==> config.mk <==
export PLATFORM = sky130hd
export DESIGN_NAME = escaped_frame_receiver_crc32_core
export DESIGN_NICKNAME = d
export VERILOG_FILES = /design/src/hw/rtl/efr_pkg.sv /design/src/hw/rtl/efr_crc_byte.sv /design/src/hw/rtl/efr_deframer.sv /design/src/hw/rtl/escaped_frame_receiver_crc32_core.sv
export SDC_FILE = /design/constraint.sdc
export NUM_CORES = 1
export LEC_CHECK = 0
export BUFFER_PORTS_ARGS = -buffer_cell sky130_fd_sc_hd__buf_4
export CAP_MARGIN = 25
export CORE_MARGIN = 4
export CORE_UTILIZATION = 50
export CTS_CLUSTER_DIAMETER = 30
export DETAILED_ROUTE_END_ITERATION = 6
export HOLD_SLACK_MARGIN = 0.03
export PLACE_DENSITY = 0.84
export SLEW_MARGIN = 0
export SYNTH_ARGS = -nofsm -noshare
export SYNTH_HDL_FRONTEND = slang
export SYNTH_SLANG_ARGS = --single-unit
==> constraint.sdc <==
create_clock -name clk -period 2.8 [get_ports clk]
set_input_delay 0.14 -clock clk [delete_from_list [all_inputs] [get_ports clk]]
set_output_delay 0.14 -clock clk [all_outputs]
set_load 0.05 [all_outputs]
==> src/hw/rtl/efr_pkg.sv <==
// ----------------------------------------------------------------------------
// efr_pkg
// Shared types and constants for the escaped frame receiver with CRC-32 check.
// ----------------------------------------------------------------------------
package efr_pkg;

  // Field widths
  localparam int unsigned BYTE_W  = 8;
  localparam int unsigned CNT_W   = 11;
  localparam int unsigned IDX_W   = 10;
  localparam int unsigned CRC_W   = 32;

  // Link control bytes
  localparam logic [BYTE_W-1:0] ESC_BYTE    = 8'h18;
  localparam logic [BYTE_W-1:0] CMD_START   = 8'h50;  // 'P'
  localparam logic [BYTE_W-1:0] CMD_END     = 8'h46;  // 'F'
  localparam logic [BYTE_W-1:0] CMD_LITERAL = 8'h58;  // 'X'

  // Packet checks
  localparam logic [CNT_W-1:0] MIN_HELD        = 11'd4;
  localparam logic [CRC_W-1:0] CRC_POLY        = 32'hEDB88320;
  localparam logic [CRC_W-1:0] CRC_INIT        = 32'hFFFFFFFF;
  // Running value before final inversion; inverted it is 0x2144DF1C
  localparam logic [CRC_W-1:0] CRC_RESIDUE_RAW = 32'hDEBB20E3;

  // Register map
  localparam logic [CNT_W-1:0] CAP_RESET = 11'd1024;
  localparam logic             REG_CAPACITY = 1'b0;

  // Result status codes
  typedef enum logic [1:0] {
    ST_OK     = 2'd0,
    ST_PACKET = 2'd1,
    ST_FAIL   = 2'd2
  } status_t;

  // One result beat
  typedef struct packed {
    status_t           status;
    logic              byte_valid;
    logic [BYTE_W-1:0] byte_value;
    logic [IDX_W-1:0]  byte_index;
    logic [CNT_W-1:0]  frame_length;
  } res_t;

endpackage

==> src/hw/rtl/efr_crc_byte.sv <==
// ----------------------------------------------------------------------------
// efr_crc_byte
// Bytewise update of the reflected CRC-32 (polynomial 0xEDB88320).
// ----------------------------------------------------------------------------
module efr_crc_byte (
  input  logic [efr_pkg::CRC_W-1:0]  crc_in,
  input  logic [efr_pkg::BYTE_W-1:0] data,
  output logic [efr_pkg::CRC_W-1:0]  crc_out
);

  // Eight shift steps, LSB first
  always_comb begin
    logic [efr_pkg::CRC_W-1:0] c;
    c = crc_in ^ {{(efr_pkg::CRC_W-efr_pkg::BYTE_W){1'b0}}, data};
    for (int k = 0; k < efr_pkg::BYTE_W; k++) begin
      if (c[0]) begin
        c = (c >> 1) ^ efr_pkg::CRC_POLY;
      end else begin
        c = c >> 1;
      end
    end
    crc_out = c;
  end

endmodule

==> src/hw/rtl/efr_deframer.sv <==
// ----------------------------------------------------------------------------
// efr_deframer
// Unstuffing state machine: escape flag, byte count and running CRC, and
// the result for each byte taken from the input stage.
// ----------------------------------------------------------------------------
module efr_deframer (
  input  logic                       clk,
  input  logic                       rst,
  input  logic                       advance,
  input  logic [efr_pkg::BYTE_W-1:0] rx_byte,
  input  logic [efr_pkg::CNT_W-1:0]  limit,
  output efr_pkg::res_t              res
);

  logic                       escape_pending, escape_pending_next;
  logic [efr_pkg::CNT_W-1:0]  byte_count, byte_count_next;
  logic [efr_pkg::CRC_W-1:0]  crc_register, crc_register_next;
  logic [efr_pkg::BYTE_W-1:0] store_data;
  logic [efr_pkg::CRC_W-1:0]  crc_fed;

  // Escaped 'X' stores a literal escape byte
  assign store_data = escape_pending ? efr_pkg::ESC_BYTE : rx_byte;

  efr_crc_byte u_crc (
    .crc_in  (crc_register),
    .data    (store_data),
    .crc_out (crc_fed)
  );

  // Decode one byte
  always_comb begin
    logic do_store;
    logic do_fail;
    do_store            = 1'b0;
    do_fail             = 1'b0;
    escape_pending_next = 1'b0;
    byte_count_next     = byte_count;
    crc_register_next   = crc_register;
    res                 = '0;
    res.status          = efr_pkg::ST_OK;

    priority if (escape_pending) begin
      priority if (rx_byte == efr_pkg::CMD_START) begin
        byte_count_next   = '0;
        crc_register_next = efr_pkg::CRC_INIT;
      end else if (rx_byte == efr_pkg::CMD_END) begin
        if (byte_count < efr_pkg::MIN_HELD ||
            crc_register != efr_pkg::CRC_RESIDUE_RAW) begin
          do_fail = 1'b1;
        end else begin
          res.status       = efr_pkg::ST_PACKET;
          res.frame_length = byte_count;
        end
      end else if (rx_byte == efr_pkg::CMD_LITERAL) begin
        do_store = 1'b1;
      end else begin
        do_fail = 1'b1;
      end
    end else if (rx_byte == efr_pkg::ESC_BYTE) begin
      escape_pending_next = 1'b1;
    end else begin
      do_store = 1'b1;
    end

    // Store path, with overflow check
    if (do_store) begin
      if (byte_count >= limit) begin
        do_fail = 1'b1;
      end else begin
        crc_register_next = crc_fed;
        byte_count_next   = byte_count + 1'b1;
        res.byte_valid    = 1'b1;
        res.byte_value    = store_data;
        res.byte_index    = byte_count[efr_pkg::IDX_W-1:0];
      end
    end

    // Any failure drops the packet so far
    if (do_fail) begin
      res.status        = efr_pkg::ST_FAIL;
      byte_count_next   = '0;
      crc_register_next = efr_pkg::CRC_INIT;
    end
  end

  // State registers
  always_ff @(posedge clk) begin
    if (rst) begin
      escape_pending <= 1'b0;
      byte_count     <= '0;
      crc_register   <= efr_pkg::CRC_INIT;
    end else if (advance) begin
      escape_pending <= escape_pending_next;
      byte_count     <= byte_count_next;
      crc_register   <= crc_register_next;
    end
  end

endmodule

==> src/hw/rtl/escaped_frame_receiver_crc32_core.sv <==
// ----------------------------------------------------------------------------
// escaped_frame_receiver_crc32_core
// Byte-stuffed link receiver: undoes escape coding, streams stored bytes
// with their index and checks the CRC-32 residue at each packet end.
// ----------------------------------------------------------------------------
//  Channel   Handshake            Payload
//  in        in_valid/in_ready    rx_byte
//  out       out_valid/out_ready  status, byte_valid, byte_value, byte_index,
//                                 frame_length
//  cfg       APB psel/penable     capacity at 0x0 (11 bits)
//
// One byte per cycle sustained while out_ready holds. A beat is registered in
// the input stage and then decoded into the result register.
// The decode stage moves whenever the result register is empty or taken, so
// on a stalled output input is taken only while the input stage is empty.
// rst is synchronous: clears the escape flag and count, sets the CRC to its
// initial value, and sets capacity to 1024.
// ----------------------------------------------------------------------------
module escaped_frame_receiver_crc32_core #(
  parameter int unsigned BUFFER_BYTES = 1024
) (
  input  logic        clk,
  input  logic        rst,
  // Config port
  input  logic        psel,
  input  logic        penable,
  input  logic        pwrite,
  input  logic [2:0]  paddr,
  input  logic [31:0] pwdata,
  output logic [31:0] prdata,
  output logic        pready,
  // Input channel
  input  logic        in_valid,
  output logic        in_ready,
  input  logic [7:0]  rx_byte,
  // Output channel
  output logic        out_valid,
  input  logic        out_ready,
  output logic [1:0]  status,
  output logic        byte_valid,
  output logic [7:0]  byte_value,
  output logic [9:0]  byte_index,
  output logic [10:0] frame_length
);

  localparam int unsigned CNT_MAX = (1 << efr_pkg::CNT_W) - 1;
  localparam int unsigned BUF_LIM = (BUFFER_BYTES > CNT_MAX) ? CNT_MAX : BUFFER_BYTES;

  logic [efr_pkg::CNT_W-1:0]  capacity;
  logic [efr_pkg::CNT_W-1:0]  limit;
  logic                       s1_valid;
  logic [efr_pkg::BYTE_W-1:0] s1_byte;
  logic                       advance;
  efr_pkg::res_t              res;
  efr_pkg::res_t              out_res;

  // Config register
  assign pready = 1'b1;
  assign prdata = (paddr[2] == efr_pkg::REG_CAPACITY) ?
                  {{(32-efr_pkg::CNT_W){1'b0}}, capacity} : '0;

  always_ff @(posedge clk) begin
    if (rst) begin
      capacity <= efr_pkg::CAP_RESET;
    end else if (psel && penable && pwrite && pready &&
                 paddr[2] == efr_pkg::REG_CAPACITY) begin
      capacity <= pwdata[efr_pkg::CNT_W-1:0];
    end
  end

  // Limit in force: smaller of capacity and buffer size
  assign limit = (capacity < efr_pkg::CNT_W'(BUF_LIM)) ? capacity
                                                       : efr_pkg::CNT_W'(BUF_LIM);

  // Handshake between stages
  assign advance  = s1_valid && (!out_valid || out_ready);
  assign in_ready = !s1_valid || advance;

  // Input stage
  always_ff @(posedge clk) begin
    if (rst) begin
      s1_valid <= 1'b0;
    end else if (in_ready) begin
      s1_valid <= in_valid;
    end
  end

  always_ff @(posedge clk) begin
    if (in_valid && in_ready) begin
      s1_byte <= rx_byte;
    end
  end

  efr_deframer u_deframer (
    .clk     (clk),
    .rst     (rst),
    .advance (advance),
    .rx_byte (s1_byte),
    .limit   (limit),
    .res     (res)
  );

  // Result register
  always_ff @(posedge clk) begin
    if (rst) begin
      out_valid <= 1'b0;
    end else if (advance) begin
      out_valid <= 1'b1;
    end else if (out_ready) begin
      out_valid <= 1'b0;
    end
  end

  always_ff @(posedge clk) begin
    if (advance) begin
      out_res <= res;
    end
  end

  assign status       = out_res.status;
  assign byte_valid   = out_res.byte_valid;
  assign byte_value   = out_res.byte_value;
  assign byte_index   = out_res.byte_index;
  assign frame_length = out_res.frame_length;

  // Checks
  a_store_is_ok: assert property (@(posedge clk) disable iff (rst)
    out_valid && byte_valid |-> status == efr_pkg::ST_OK)
    else $error("stored byte reported with non-ok status");

  a_len_only_on_packet: assert property (@(posedge clk) disable iff (rst)
    out_valid && frame_length != '0 |-> status == efr_pkg::ST_PACKET)
    else $error("packet length outside a good packet end");

  a_stage_holds: assert property (@(posedge clk) disable iff (rst)
    s1_valid && !advance |=> s1_valid && $stable(s1_byte))
    else $error("input stage lost or changed a stalled beat");

endmodule
Word-level counts from Yosys, hierarchy flattened
Index checks and enable logic that the tools add are counted.
- register bits after elaboration: 97
- bits of input ports: 50
- output and inout port bits: 67
- word-level logic and storage cells: 91
- add/sub/neg operators: 1
- $lt $le $gt $ge: 3
- equality and inequality tests: 5
- multiplexer cells: 42
- bitwise gates (word level): 13
- reduce and logical (&&, ||, !) cells: 14
- operators with widths (kind ; count):
    32-bit two-way mux ; 13
    13-bit NOT with 14-bit output ; 8
    11-bit two-way mux ; 7
    32-bit != test (second input constant) ; 1
    32-bit by 8-bit bitwise XOR with 32-bit output ; 1
    8-bit by 7-bit == test with 1-bit output (second input constant) ; 3
    19-bit two-way mux ; 1
    1-bit two-way mux ; 17
    11-bit by 1-bit adder with 11-bit output (second input constant) ; 1
    11-bit greater-or-equal comparator ; 1
    11-bit less-than comparator (second input constant) ; 1
    11-bit by 3-bit less-than comparator with 1-bit output (second input constant) ; 1
    8-bit by 5-bit == test with 1-bit output (second input constant) ; 1
    8-bit two-way mux ; 1
    4-bit OR reduction ; 2
    2-bit two-way mux ; 3
    1-bit logical AND ; 5
    1-bit NOT ; 4
    1-bit logical OR ; 3
    1-bit zero test ; 2
    2-bit nonzero test ; 1
    2-bit OR reduction ; 1

Depth between registers and ports, before layout
Gate-level depths: netlist of the first run.
- depth after elaboration: 21
- gate-level depth with buffers: 12
- gate-level depth less buffers: 10

Hierarchy
Synthesis of the first run repeated with hierarchy kept, for this count alone.
- cell total of the unflattened synthesis: 490
- area, all modules: 5564.1 um^2
- by module, submodules not included (module ; instances ; cells an instance ; area each (um^2) ; seq. area each (um^2)):
    efr_deframer ; 1 ; 281 ; 2503.7 ; 880.8
    escaped_frame_receiver_crc32_core ; 1 ; 145 ; 2105.8 ; 1461.4
    efr_crc_byte ; 1 ; 64 ; 954.7 ; 0.0

Worst setup path after synthesis of the first run
No wires, ideal clock.
- kind: reg2reg
- from: reg out_valid
- to: reg out_res (netlist bit byte_index[0]), enable pin
- setup time: 409 ps
- arrival: 2474 ps
- setup slack: -83 ps
- cell stages (with the launch flop): 7
- clock period less this slack: 2883 ps
- cell sequence: dfxtp_1 > nor2b_1 > nand2b_1 > clkbuf_1 > inv_1 > clkbuf_1 > clkbuf_1
- longest elaborated chain between the ends: 3
- RTL lines (element ; line ; RTL):
    start, declared ; escaped_frame_receiver_crc32_core.sv:37 ; output logic out_valid,
    start signal, assigned ; escaped_frame_receiver_crc32_core.sv:106 ; out_valid <= 1'b0;
    start signal, assigned ; escaped_frame_receiver_crc32_core.sv:108 ; out_valid <= 1'b1;
    start signal, assigned ; escaped_frame_receiver_crc32_core.sv:110 ; out_valid <= 1'b0;
    1-bit zero test ; escaped_frame_receiver_crc32_core.sv:76 ; assign advance = s1_valid && (!out_valid || out_ready);
    1-bit logical OR ; escaped_frame_receiver_crc32_core.sv:76 ;
    1-bit logical AND ; escaped_frame_receiver_crc32_core.sv:76 ;
    via advance ; escaped_frame_receiver_crc32_core.sv:53 ; logic advance;
    end signal, assigned ; escaped_frame_receiver_crc32_core.sv:116 ; out_res <= res;
    end, declared ; escaped_frame_receiver_crc32_core.sv:55 ; efr_pkg::res_t out_res;
The timed path passes the listed nets, and every way through them passes these cells.
A chain may end at the register's enable or synchronous reset.

Final worst setup path of the first run
- from: reg s1_byte[0] (netlist name)
- to: reg u_deframer.crc_register[12] (netlist name)
- longest elaborated chain between the ends: 14
- RTL lines (element ; line ; RTL):
    start, declared ; escaped_frame_receiver_crc32_core.sv:52 ; logic [efr_pkg::BYTE_W-1:0] s1_byte;
    start signal, assigned ; escaped_frame_receiver_crc32_core.sv:90 ; s1_byte <= rx_byte;
    8-bit two-way mux ; efr_deframer.sv:22 ; assign store_data = escape_pending ? efr_pkg::ESC_BYTE : rx_byte;
    32-bit by 8-bit bitwise XOR with 32-bit output ; efr_crc_byte.sv:14 ; c = crc_in ^ {{(efr_pkg::CRC_W-efr_pkg::BYTE_W){1'b0}}, data};
    32-bit two-way mux (4 in series) ; efr_crc_byte.sv:16 ; if (c[0]) begin
    13-bit NOT with 14-bit output (no line) ; n/a ;
    32-bit two-way mux (4 in series) ; efr_crc_byte.sv:16 ;
    32-bit two-way mux ; efr_deframer.sv:67 ; if (byte_count >= limit) begin
    32-bit two-way mux ; efr_deframer.sv:66 ; if (do_store) begin
    32-bit two-way mux (*) ; efr_deframer.sv:79 ; if (do_fail) begin
    end signal, assigned ; efr_deframer.sv:91 ; crc_register <= efr_pkg::CRC_INIT;
    end signal, assigned ; efr_deframer.sv:95 ; crc_register <= crc_register_next;
    end, declared ; efr_deframer.sv:17 ; logic [efr_pkg::CRC_W-1:0] crc_register, crc_register_next;
Mark *: on every way between the ends. The rest lies on a longest branch, timed or not.

==> results of run 1 <==
[power by group through the flow]
stage | clock [mW] | combinational [mW] | sequential (mW)
finish | 1.18 | 1.60 | 1.73
global route | 1.24 | 1.71 | 1.74
floorplan | 0 | 1.24 | 1.79
global placement | 0 | 1.52 | 1.74
CTS | 1.19 | 1.59 | 1.72
detailed placement | 0 | 1.57 | 1.75
[logic make-up (layout without fill, tap and decap cells)]
logic type | after synthesis | count (layout)
simple gates | 213 | 213
compound gates | 115 | 115
flops | 97 | 97
xor+xnor | 76 | 76
buf+inv | 71 | 128
mux | 16 | 16
fa+ha+maj | 12 | 12
other cells | 2 | 22
[sequential cells by signal, indices dropped and copies added, names as in the netlist, 2 cells and up]
name,cells
status,2
u_deframer.crc_register,32
u_deframer.byte_count,11
byte_index,10
capacity,11
frame_length,11
s1_byte,8
byte_value,8
[area by class of cell]
cell class | count | area [sq um] | area share
clock buffers | 11 | 243 | 0.0356
multi-input cells | 454 | 3180 | 0.467
inverters | 9 | 36.3 | 0.00532
repair buffers | 103 | 796 | 0.117
clock inverters | 5 | 38.8 | 0.00569
flip-flops and latches | 97 | 2340 | 0.344
well taps | 143 | 179 | 0.0263
[layer usage]
layer / up-vias / GRT usage / part of all wire / wire length, microns
met5: - / 0 / 0 / 0
met4: 0 / 0.0843 / 0.033 / 485
met3: 40 / 0.0496 / 0.068 / 981
met2: 204 / 0.392 / 0.51 / 7430
met1: 2271 / 0.251 / 0.39 / 5590
li1: 2210 / - / - / -
[tightest hold or removal path: cells and delay by family]
kind,cells,cell delay (ns)
AO/OA/AOI/OAI,1,0.05
buffers and inverters,1,0.11
AND/OR/NAND/NOR,1,0.05
[final timing paths]
kind	cells past startpoint	slack (ns)	end	from
min	3	0.03	capacity[2]	pwdata[2]
max reg2reg	6	0.21	u_deframer.crc_register[12]	s1_byte[0]
min reg2reg	2	0.48	capacity[9]	capacity[9]
max	6	0.21	u_deframer.crc_register[12]	s1_byte[0]
[cell usage after synthesis (9+ instances only)]
library cell | number | area (sq um)
edfxtp_1 | 40 | 1200
mux2_2 | 14 | 158
nand2_1 | 45 | 169
ha_1 | 12 | 150
xnor3_1 | 9 | 203
a31oi_1 | 13 | 81.3
clkbuf_1 | 27 | 101
nor3_1 | 18 | 90.1
and3_1 | 11 | 68.8
and2_1 | 19 | 119
buf_4 | 22 | 165
dfxtp_1 | 57 | 1140
buf_2 | 10 | 50.1
a21oi_1 | 44 | 220
o21ai_0 | 26 | 130
nor2b_1 | 24 | 150
nor2_1 | 56 | 210
xnor2_1 | 41 | 359
xor2_1 | 16 | 140
nand3_1 | 10 | 50.1
[per-stage QoR]
step,instances,util
2_1_floorplan,622,-
3_3_place_gp,797,0.564
3_5_place_dp,797,0.564
4_1_cts,822,0.597
5_1_grt,822,0.597
6_report,822,0.597
[what timing repair did]
action                                 CTS  global route
setup endpoints to repair                0            19
gates resized for setup                  0             3
endpoints found under the hold margin    9             0
hold buffers                             9             0
==> summary.md, run 1 <==
| Metric | Value |
|---|---|
| Iteration-0 DRC Markers | `375` |
| Setup crit end kind | `register` |
| CTS Buf Count | `9` |
| Critical-path cell list | `or3_4 -> or4_4 -> nor4_4 -> o32a_2 -> buf_4 -> a31oi_1` |
| Die Y | `116 microns` |
| Clock sink count | `97` |
| Vias in the first global route | `4620` |
| Clock power share | `0.262` |
| Via density per instance | `roughly 5.7` |
| DIE WIDTH | `~120 microns` |
| Most frequent cells in the layout | `94 x buf_4, 57 x dfxtp_1, 56 x nor2_1` |
| Final TNS setup | `0 ns` |
| Internal | `3.07 mW` |
| Core Box Area | `between 0.01 and 0.015 sq mm` |
| Worst-margin pin slew | `1.03 ns` |
| Synth Area in XOR/XNOR | `0.156` |
| All-Layer GR Usage | `0.218` |
| Row count | `39` |
| Clock skew | `0.0113 ns` |
| Worst-path maximum fanout | `9` |
| CTS tree | `built` |
| Worst hold-check path type | `in2reg` |
| Cell Pwr Density | `661 mW/mm^2` |
| Fin crit share | `0.924` |
| RSZ-0062 raised after global routing | `false` |
| Clock-pin slew on the worst setup and hold paths | `0.07 ns` |
| Asr flop ratio synth | `0` |
| First-pass DRT Iterations | `5` |
| Area grow syn2layout | `17.0%` |
| Area post-placement | `0.00644 sq mm` |
| Setup WS pre-CTS | `~0.096 ns` |
| Max Transition Viols Final | `0` |
| Fin Hold WS | `0.0338 ns` |
| Final Hold Viols | `0` |
| Post-route cell area | `0.00682 sq mm` |
| Nets | `~740` |
| Setup CP Type | `reg2reg` |
| Yosys warns | `0` |
| Switching share of power | `0.319` |
| Initial Util | `0.510` |
| Slowest-stage cell, CP | `or4_4` |
| Max_cap viols | `0` |
| Max transition margin | `0.314` |
| Part of the power in registers | `0.384` |
| Layout cells sized above 1 | `0.218` |
| IO Count | `roughly 120` |
| Max IR drop VDD | `0.000543 V` |
| Main combinational cell family by area after synthesis | `simple AND/OR/NAND/NOR gates` |
| Die ar. | `around 0.013 sq mm` |
| Fillers | `929` |
| Largest net degree at the start of global routing | `43` |
| Maximum clock frequency | `386 MHz` |
| CP max stage delay | `0.55 ns` |
| Final worst slack | `0.212 ns` |
| Max H-tree Level | `3` |
| Via Count | `roughly 4.7k` |
| Gpl congestion | `0.924` |
| First-pass GRT wire length | `22.9 mm` |
| Worst path bufs/invs | `1` |
| Pwr Total | `4.50 mW` |
| Simple-gate share of the synthesized area | `0.194` |
| Diode count | `0` |
| Status | `finished clean` |
| Synth unique cells | `60` |
| Mapped Avg Cell Area | `9.67 sq um` |
| Insertion delay to the later sink of the worst-skew pair | `0.35 ns` |
| Static Leakage | `2.78 nW` |
| Setup bufs post-CTS | `0` |
| Critical path required time | `2.98 ns` |
| Post-synth EDFFs | `40` |
| GRT Residual Overflow | `0` |
| Seq/Total Area, Yosys | `0.402` |
| DP HPWL | `10.4 mm` |
| Clock root buffer | `clkbuf_16` |
| Combinational share of power | `0.354` |
| IO Port Bufs | `71` |
| Multiplexer share of the synthesized area | `0.0305` |
| Arr. time, crit path | `2.77 ns` |
| Min Tclk post-route | `2.59 ns` |
| Mapped cell area | `0.00582 sq mm` |
| Synth Flop Type | `dfxtp_1` |
| Synth Area in Compound Gates | `0.126` |
| Residual DRC count | `0` |
| Routed len/inst | `17.6 microns` |
| Synth Area in Adders | `0.0258` |
| Net switching power | `about 1.4 mW` |
| Crit path launch type | `register` |
| Total wire length | `14.5 mm` |
| Yosys reg bits | `97` |
| Commonest non-fill, non-tap cell in the layout | `buf_4` |
| Routed Antenna Nets | `0` |
| Gate count after technology mapping | `602` |
| Final setup violation count | `0` |
| Initial antenna violation count | `0` |
| Delay-heaviest family, CP | `simple AND/OR/NAND/NOR gates` |
| Longest Clk Path Bufs | `2` |
No activity file was read; power rests on OpenSTA's default activity.
==> run 2: changes to the inputs <==
Settings changed: CORE_UTILIZATION 50 to 45, PLACE_DENSITY 0.84 to 0.78, SYNTH_HIERARCHICAL from default to 1.
==> run 2 against run 1 <==
Clock skew is essentially flat. Sequential share of layout area grew 0.97 points. Power grew 2.8%. Count of clock-buffer cells in the layout shrank 1. Via count shrank 18%. Register-to-register slack lost 0.03 ns. Synthesized cell count shrank 19%. Die area grew 5.7%. Highest routed layer unchanged.
==> summary.md, run 2 <==
| Metric | Value |
|---|---|
| Clock sink count | `97 (unchanged)` |
| Clock skew | `0.0114 ns (+0.000147 ns)` |
| Diode count | `0 (unchanged)` |
| Setup WS pre-CTS | `0.171 ns (+0.0744 ns)` |
| Mapped cell area | `0.00556 sq mm (-4.5%)` |
| Longest Clk Path Bufs | `2 (unchanged)` |
| Arr. time, crit path | `2.84 ns (+0.07 ns)` |
| First-pass DRT Iterations | `4 (-1)` |
| Top cell type's share of synthesized area | `0.216 (+0.00965)` |
| Status | `finished clean` |
| R2R setup slack | `0.18 ns (-0.03 ns)` |
| Critical-path cell list | `nor2b_1 -> inv_1 -> ha_1 -> a21oi_1 -> o21ai_0 -> a221o_1 -> or4_4 -> buf_12 -> o22a_1` |
| Residual DRC count | `0 (unchanged)` |
| Synth area leaders | `edfxtp_1 22%, dfxtp_1 21%, o22a_1 5.0%` |
| Initial antenna violation count | `0 (unchanged)` |
| Yosys warns | `6 (+6)` |
| R2r endpoint | `u_deframer/crc_register[15]` |
| Via density per instance | `5.20 (-9.5%)` |
| RR Startpoint | `capacity[10]` |
| Fin crit share | `0.935 (+0.0109)` |
| RSZ-0062 raised after global routing | `false` |
| CP max stage delay | `0.47 ns (-0.08 ns)` |
| Max transition margin | `0.517 (+0.203)` |
| Slowest-stage cell, CP | `or4_4` |
| CTS Buf Count | `9 (unchanged)` |
| Largest net degree at the start of global routing | `39 (-9.3%)` |
| Min Tclk post-route | `2.62 ns (+0.0306 ns)` |
| First-pass GRT wire length | `19.4 mm (-15%)` |
| IO Count | `117 (unchanged)` |
| Gpl congestion | `0.879 (-4.9%)` |
| Initial Util | `0.461 (-0.0488)` |
| Crit path to | `u_deframer/crc_register[15]` |
| Commonest cells post-synth | `57 x dfxtp_1, 40 x edfxtp_1, 32 x o22a_1` |
| Post-synth EDFFs | `40 (unchanged)` |
| Mapped Avg Cell Area | `11.4 sq um (+17%)` |
| Die ar. | `0.0142 sq mm (+5.7%)` |
| Fillers | `983 (+5.8%)` |
| Layout cells sized above 1 | `0.217 (-0.00133)` |
| Synth Flop Type | `dfxtp_1` |
| Setup bufs post-CTS | `0 (unchanged)` |
| Count leader, synth | `dfxtp_1` |
| Worst R2R Path Depth | `9 (+3)` |
| Placed insts | `721 (-9.5%)` |
| Die Y | `119 microns (+2.8%)` |
| Routed len/inst | `15.9 microns (-9.5%)` |
| Nets | `634 (-14%)` |
| Crit path launch type | `register` |
| Insertion delay to the later sink of the worst-skew pair | `0.34 ns (about the same)` |
| Commonest non-fill, non-tap cell in the layout | `buf_4` |
| Row count | `40 (+2.6%)` |
| Area grow syn2layout | `19.2%` |
| Most frequent cells in the layout | `82 x buf_4, 56 x dfxtp_1, 40 x edfxtp_1` |
| IO Port Bufs | `71 (unchanged)` |
| Area post-placement | `0.00622 sq mm (-3.4%)` |
| DIE WIDTH | `119 microns (+2.8%)` |
| Final Hold Viols | `0 (unchanged)` |
| Post-route cell area | `0.00663 sq mm (-2.7%)` |
| Iteration-0 DRC Markers | `240 (-36%)` |
| Share of the core filled with cells | `0.550 (-0.0471)` |
| Max IR drop VDD | `0.000321 V (-41%)` |
| Final TNS setup | `0 ns (unchanged)` |
| Delay-heaviest family, CP | `compound AO/OA/AOI/OAI gates` |
| Asr flop ratio synth | `0 (unchanged)` |
| Worst hold-check path type | `in2reg` |
| Synth unique cells | `65 (+8.3%)` |
| Max H-tree Level | `3 (unchanged)` |
| Final worst slack | `0.181 ns (-0.0306 ns)` |
| Maximum clock frequency | `382 MHz (-1.2%)` |
| Cell Pwr Density | `698 mW/mm^2 (+5.6%)` |
| Total wire length | `11.9 mm (-18%)` |
| Clock root buffer | `clkbuf_16` |
| Static Leakage | `2.64 nW (-4.9%)` |
| Setup crit end kind | `register` |
| Routed Antenna Nets | `0 (unchanged)` |
| CTS tree | `built` |
| Vias in the first global route | `3693 (-20%)` |
| Fin Hold WS | `0.0549 ns (+0.0211 ns)` |
| Critical path required time | `3.02 ns (+0.04 ns)` |
| Pwr Total | `4.63 mW (+2.8%)` |
| Max_cap viols | `0 (unchanged)` |
| Yosys reg bits | `97 (unchanged)` |
| Worst-margin pin slew | `0.715 ns (-0.311 ns)` |
| Post-synth top area cell | `edfxtp_1` |
| GRT Residual Overflow | `0 (unchanged)` |
| Clock-pin slew on the worst setup and hold paths | `0.07 ns (about the same)` |
| Via Count | `3874 (-18%)` |
| Biggest register | `u_deframer/crc_register` |
| Worst path bufs/invs | `2 (+1)` |
| Final setup violation count | `0 (unchanged)` |
| Worst-path maximum fanout | `38 (+29)` |
| Core Box Area | `0.0121 sq mm (+5.6%)` |
| Seq/Total Area, Yosys | `0.421 (+0.0188)` |
| DP HPWL | `8.66 mm (-17%)` |
| CP Depth | `9 (+3)` |
| Setup CP Type | `reg2reg` |
| Fin cells | `745 (-9.4%)` |
| Max Transition Viols Final | `0 (unchanged)` |
| Max FFs per register | `32 (unchanged)` |
| Critical Path Start | `capacity[10]` |
| Gate count after technology mapping | `490 (-19%)` |
| All-Layer GR Usage | `0.168 (-0.0498)` |
==> run 2: changes by cell type in the layout (fill, tap and decap cells not counted), sizes merged, moves of 11 or more <==
cell / previous run / this run
buf: 94 / 83
o22a: 0 / 32
mux2i: 2 / 13
nor3: 18 / 2
nor2: 56 / 13
nand2: 45 / 11
a31oi: 13 / 2
nand2b: 5 / 25
a21oi: 44 / 10
o21ai: 31 / 7
mux2: 14 / 0
==> run 2: cell families after synthesis <==
logic type               Yosys count  share of synthesized area
XOR/XNOR                          63                      0.171
adder cells (fa/ha/maj)           12                     0.0270
flip-flops                        97                      0.421
AO/OA/AOI/OAI                     76                      0.106
AND/OR/NAND/NOR                  167                      0.188
multiplexers                      13                     0.0234
other                              2                    0.00135
buffers and inverters             60                     0.0621
==> run 2: per-layer routing <==
layer / GRT usage / wire length, microns / vias to the layer above
met5: 0 / 0 / -
met1: 0.244 / 5550 / 1849
li1: - / - / 1881
met3: 0.0242 / 736 / 8
met2: 0.259 / 5460 / 136
met4: 0.0550 / 127 / 0
==> run 2: tightest hold or removal path: stages <==
cell and delay, ns:
buf_4 0.11, inv_1 0.04, a21oi_1 0.05
==> run 2: final cells by class <==
cell class	instances	area, sq um	share of cell area
clock inverters	6	67.6	0.0102
repair buffers	91	716	0.108
clock buffers	10	239	0.0360
well taps	168	210	0.0317
inverters	20	75.1	0.0113
multi-input cells	353	2980	0.449
flip-flops and latches	97	2340	0.353
==> run 2: how the worst min path moves through the flow <==
stage	cells past startpoint	endpoint	slack, ns	start
6_report	3	s1_valid	0.05	in_valid
3_5_place_dp	1	s1_byte[4]	0.32	rx_byte[4]
5_1_grt	3	s1_valid	0.05	in_valid
2_1_floorplan	0	s1_byte[0]	0.24	rx_byte[0]
3_3_place_gp	1	s1_byte[4]	0.32	rx_byte[4]
4_1_cts	3	s1_valid	0.05	in_valid
==> run 2: where the power goes <==
part           total (mW)  switching (mW)  internal, mW
combinational        1.61           0.720         0.886
sequential           1.77           0.161          1.61
clock                1.25           0.534         0.718
==> run 2: what timing repair did <==
item	in CTS	in global routing
endpoints found under the hold margin	8	0
hold buffers	8	0
endpoints found under the setup margin	0	64
gates resized for setup	0	4
==> run 3: changes to the inputs <==
--- a/config.mk
+++ b/config.mk
@@ -14,3 +14,4 @@
 export HOLD_SLACK_MARGIN = 0.03
-export PLACE_DENSITY = 0.78
+export PLACE_DENSITY = 0.8
+export SETUP_SLACK_MARGIN = 0.15
 export SLEW_MARGIN = 0
==> constraint.sdc (replaced) <==
create_clock -name clk -period 2.8 [get_ports clk]
set_input_delay 0.28 -clock clk [delete_from_list [all_inputs] [get_ports clk]]
set_output_delay 0.28 -clock clk [all_outputs]
set_load 0.05 [all_outputs]
==> run 3 against run 2 <==
Clock skew increased by 0.0012 ns. Cell count increased by 0.13%. Register-to-register slack about the same. Design area increased by 0.47%. Via count increased by 2.3%. Critical endpoint is now u_deframer/crc_register[14].
==> summary.md, run 3 (synthesized netlist as in run 2, its figures left out) <==
| Metric | Value |
|---|---|
| Residual DRC count | `0 (unchanged)` |
| RR Startpoint | `capacity[10]` |
| Max H-tree Level | `3 (unchanged)` |
| Via Count | `3965 (+2.3%)` |
| First-pass DRT Iterations | `5 (+1)` |
| CTS Buf Count | `9 (unchanged)` |
| GRT Residual Overflow | `0 (unchanged)` |
| Worst path bufs/invs | `2 (unchanged)` |
| R2R setup slack | `0.19 ns (about the same)` |
| Via density per instance | `5.32 (+2.2%)` |
| Worst hold stages | `1 (-2)` |
| Fin crit share | `0.932 (-0.00304)` |
| Clock skew | `0.0126 ns (+0.00120 ns)` |
| Longest Clk Path Bufs | `2 (unchanged)` |
| Vias in the first global route | `3666 (-0.73%)` |
| Final TNS setup | `0 ns (unchanged)` |
| Initial antenna violation count | `0 (unchanged)` |
| Worst hold-check path type | `in2reg` |
| Min Tclk post-route | `2.61 ns (-0.00850 ns)` |
| Cell Pwr Density | `694 mW/mm^2 (-0.62%)` |
| Worst R2R Path Depth | `9 (unchanged)` |
| Die ar. | `0.0142 sq mm (unchanged)` |
| Crit path launch type | `register` |
| All-Layer GR Usage | `0.169 (+0.000794)` |
| Hold EP | `s1_byte[3]` |
| Clock root buffer | `clkbuf_16` |
| Critical-path cell list | `nor2b_1 -> inv_1 -> ha_1 -> a21oi_1 -> o21ai_1 -> a221o_1 -> or4_4 -> buf_12 -> o22a_1` |
| CP max stage delay | `0.60 ns (+0.13 ns)` |
| IO Port Bufs | `71 (unchanged)` |
| Worst-margin pin slew | `0.738 ns (+0.0236 ns)` |
| Max transition margin | `0.501 (-0.0159)` |
| Most frequent cells in the layout | `86 x buf_4, 56 x dfxtp_1, 40 x edfxtp_1` |
| Final setup violation count | `0 (unchanged)` |
| R2r endpoint | `u_deframer/crc_register[14]` |
| Total wire length | `12.5 mm (+5.6%)` |
| Pwr Total | `4.62 mW (-0.16%)` |
| Layout cells sized above 1 | `0.237 (+0.0204)` |
| Diode count | `0 (unchanged)` |
| Slowest-stage cell, CP | `or4_4` |
| Initial Util | `0.461 (unchanged)` |
| Fillers | `994 (+1.1%)` |
| Area of the multi-input gates | `0.00299 sq mm (+0.42%)` |
| FF/Latch Area | `0.00235 sq mm (+0.11%)` |
| DP HPWL | `8.87 mm (+2.5%)` |
| Biggest register | `u_deframer/crc_register` |
| Insertion delay to the later sink of the worst-skew pair | `0.35 ns (about the same)` |
| Row count | `40 (unchanged)` |
| Worst-path maximum fanout | `17 (-55%)` |
| Routed len/inst | `16.8 microns (+5.4%)` |
| Static Leakage | `2.66 nW (+0.77%)` |
| Routed Antenna Nets | `0 (unchanged)` |
| Worst hold start | `rx_byte[3]` |
| Nets | `635 (+0.16%)` |
| Max_cap viols | `0 (unchanged)` |
| DIE WIDTH | `119 microns (unchanged)` |
| Max FFs per register | `32 (unchanged)` |
| CTS tree | `built` |
| Gpl congestion | `0.879 (about the same)` |
| Commonest non-fill, non-tap cell in the layout | `buf_4` |
| Max IR drop VDD | `0.000360 V (+12%)` |
| RSZ-0062 raised after global routing | `true` |
| First-pass GRT wire length | `19.2 mm (-0.89%)` |
| Clock-pin slew on the worst setup and hold paths | `0.08 ns (about the same)` |
| Critical path required time | `3.04 ns (+0.02 ns)` |
| Iteration-0 DRC Markers | `388 (+62%)` |
| Clock sink count | `97 (unchanged)` |
| Maximum clock frequency | `383 MHz (+0.33%)` |
| Delay-heaviest family, CP | `compound AO/OA/AOI/OAI gates` |
| Final Hold Viols | `0 (unchanged)` |
| Status | `finished clean` |
| Setup CP Type | `reg2reg` |
| Largest net degree at the start of global routing | `35 (-10%)` |
| Arr. time, crit path | `2.85 ns (about the same)` |
| Core Box Area | `0.0121 sq mm (unchanged)` |
| Area grow syn2layout | `19.7%` |
| Die Y | `119 microns (unchanged)` |
| Setup crit end kind | `register` |
| IO Count | `117 (unchanged)` |
| Max Transition Viols Final | `0 (unchanged)` |
run 3: cell count changes in the layout (fill, tap and decap cells not counted), sizes merged:
| cell | delta |
|---|---|
| buf | +8 |
| dlygate4sd3 | -8 |
| clkinv | -4 |
| inv | +4 |
| bufinv | -1 |
| clkbuf | +1 |
| clkinvlp | +1 |
run 3: routing by layer:
layer	GRT usage	up-vias	share of wire
met2	0.265	198	0.46
met4	0.0434	0	0.016
li1	-	1890	-
met1	0.239	1855	0.45
met5	0	-	0
met3	0.0356	22	0.077
run 3: power breakdown:
group	switching (mW)	internal, mW
logic	0.736	0.895
registers	0.167	1.61
clock network	0.569	0.646
run 3: through the flow:
step	area (sq um)	setup WS (ns)	hold slack (ns)	util	std cells
after floorplan	5640	0.229	0.379	-	510
after global routing	6660	0.0967	0.0953	0.552	746
after global placement	6250	0.194	0.453	0.518	723
after detailed placement	6250	0.143	0.463	0.518	723
after CTS	6560	0.176	0.101	0.544	739
final	6660	0.190	0.109	0.552	746
run 3: what timing repair did:
action | in CTS | in global routing
gates cloned | 0 | 3
setup buffers | 0 | 4
resized for setup | 1 | 11
hold buffers | 0 | 0
endpoints found under the setup margin | 11 | 59
pin swaps | 0 | 3
run 3: final cells by class:
type                    instances  area share
clock inverters                 6     0.00826
multi-input cells             353       0.449
inverters                      20      0.0113
well taps                     168      0.0315
flip-flops and latches         97       0.352
repair buffers                 92       0.112
clock buffers                  10      0.0359
run 3: how the worst max path moves through the flow:
stage | start | to | slack, ns | cells after the start
4_1_cts | capacity[10] | u_deframer/crc_register[3] | 0.18 | 9
6_report | capacity[10] | u_deframer/crc_register[14] | 0.19 | 9
3_3_place_gp | s1_byte[6] | frame_length[3] | 0.19 | 6
5_1_grt | capacity[10] | u_deframer/crc_register[11] | 0.1 | 9
2_1_floorplan | capacity[10] | u_deframer/crc_register[2] | 0.23 | 11
3_5_place_dp | s1_byte[6] | frame_length[5] | 0.14 | 6
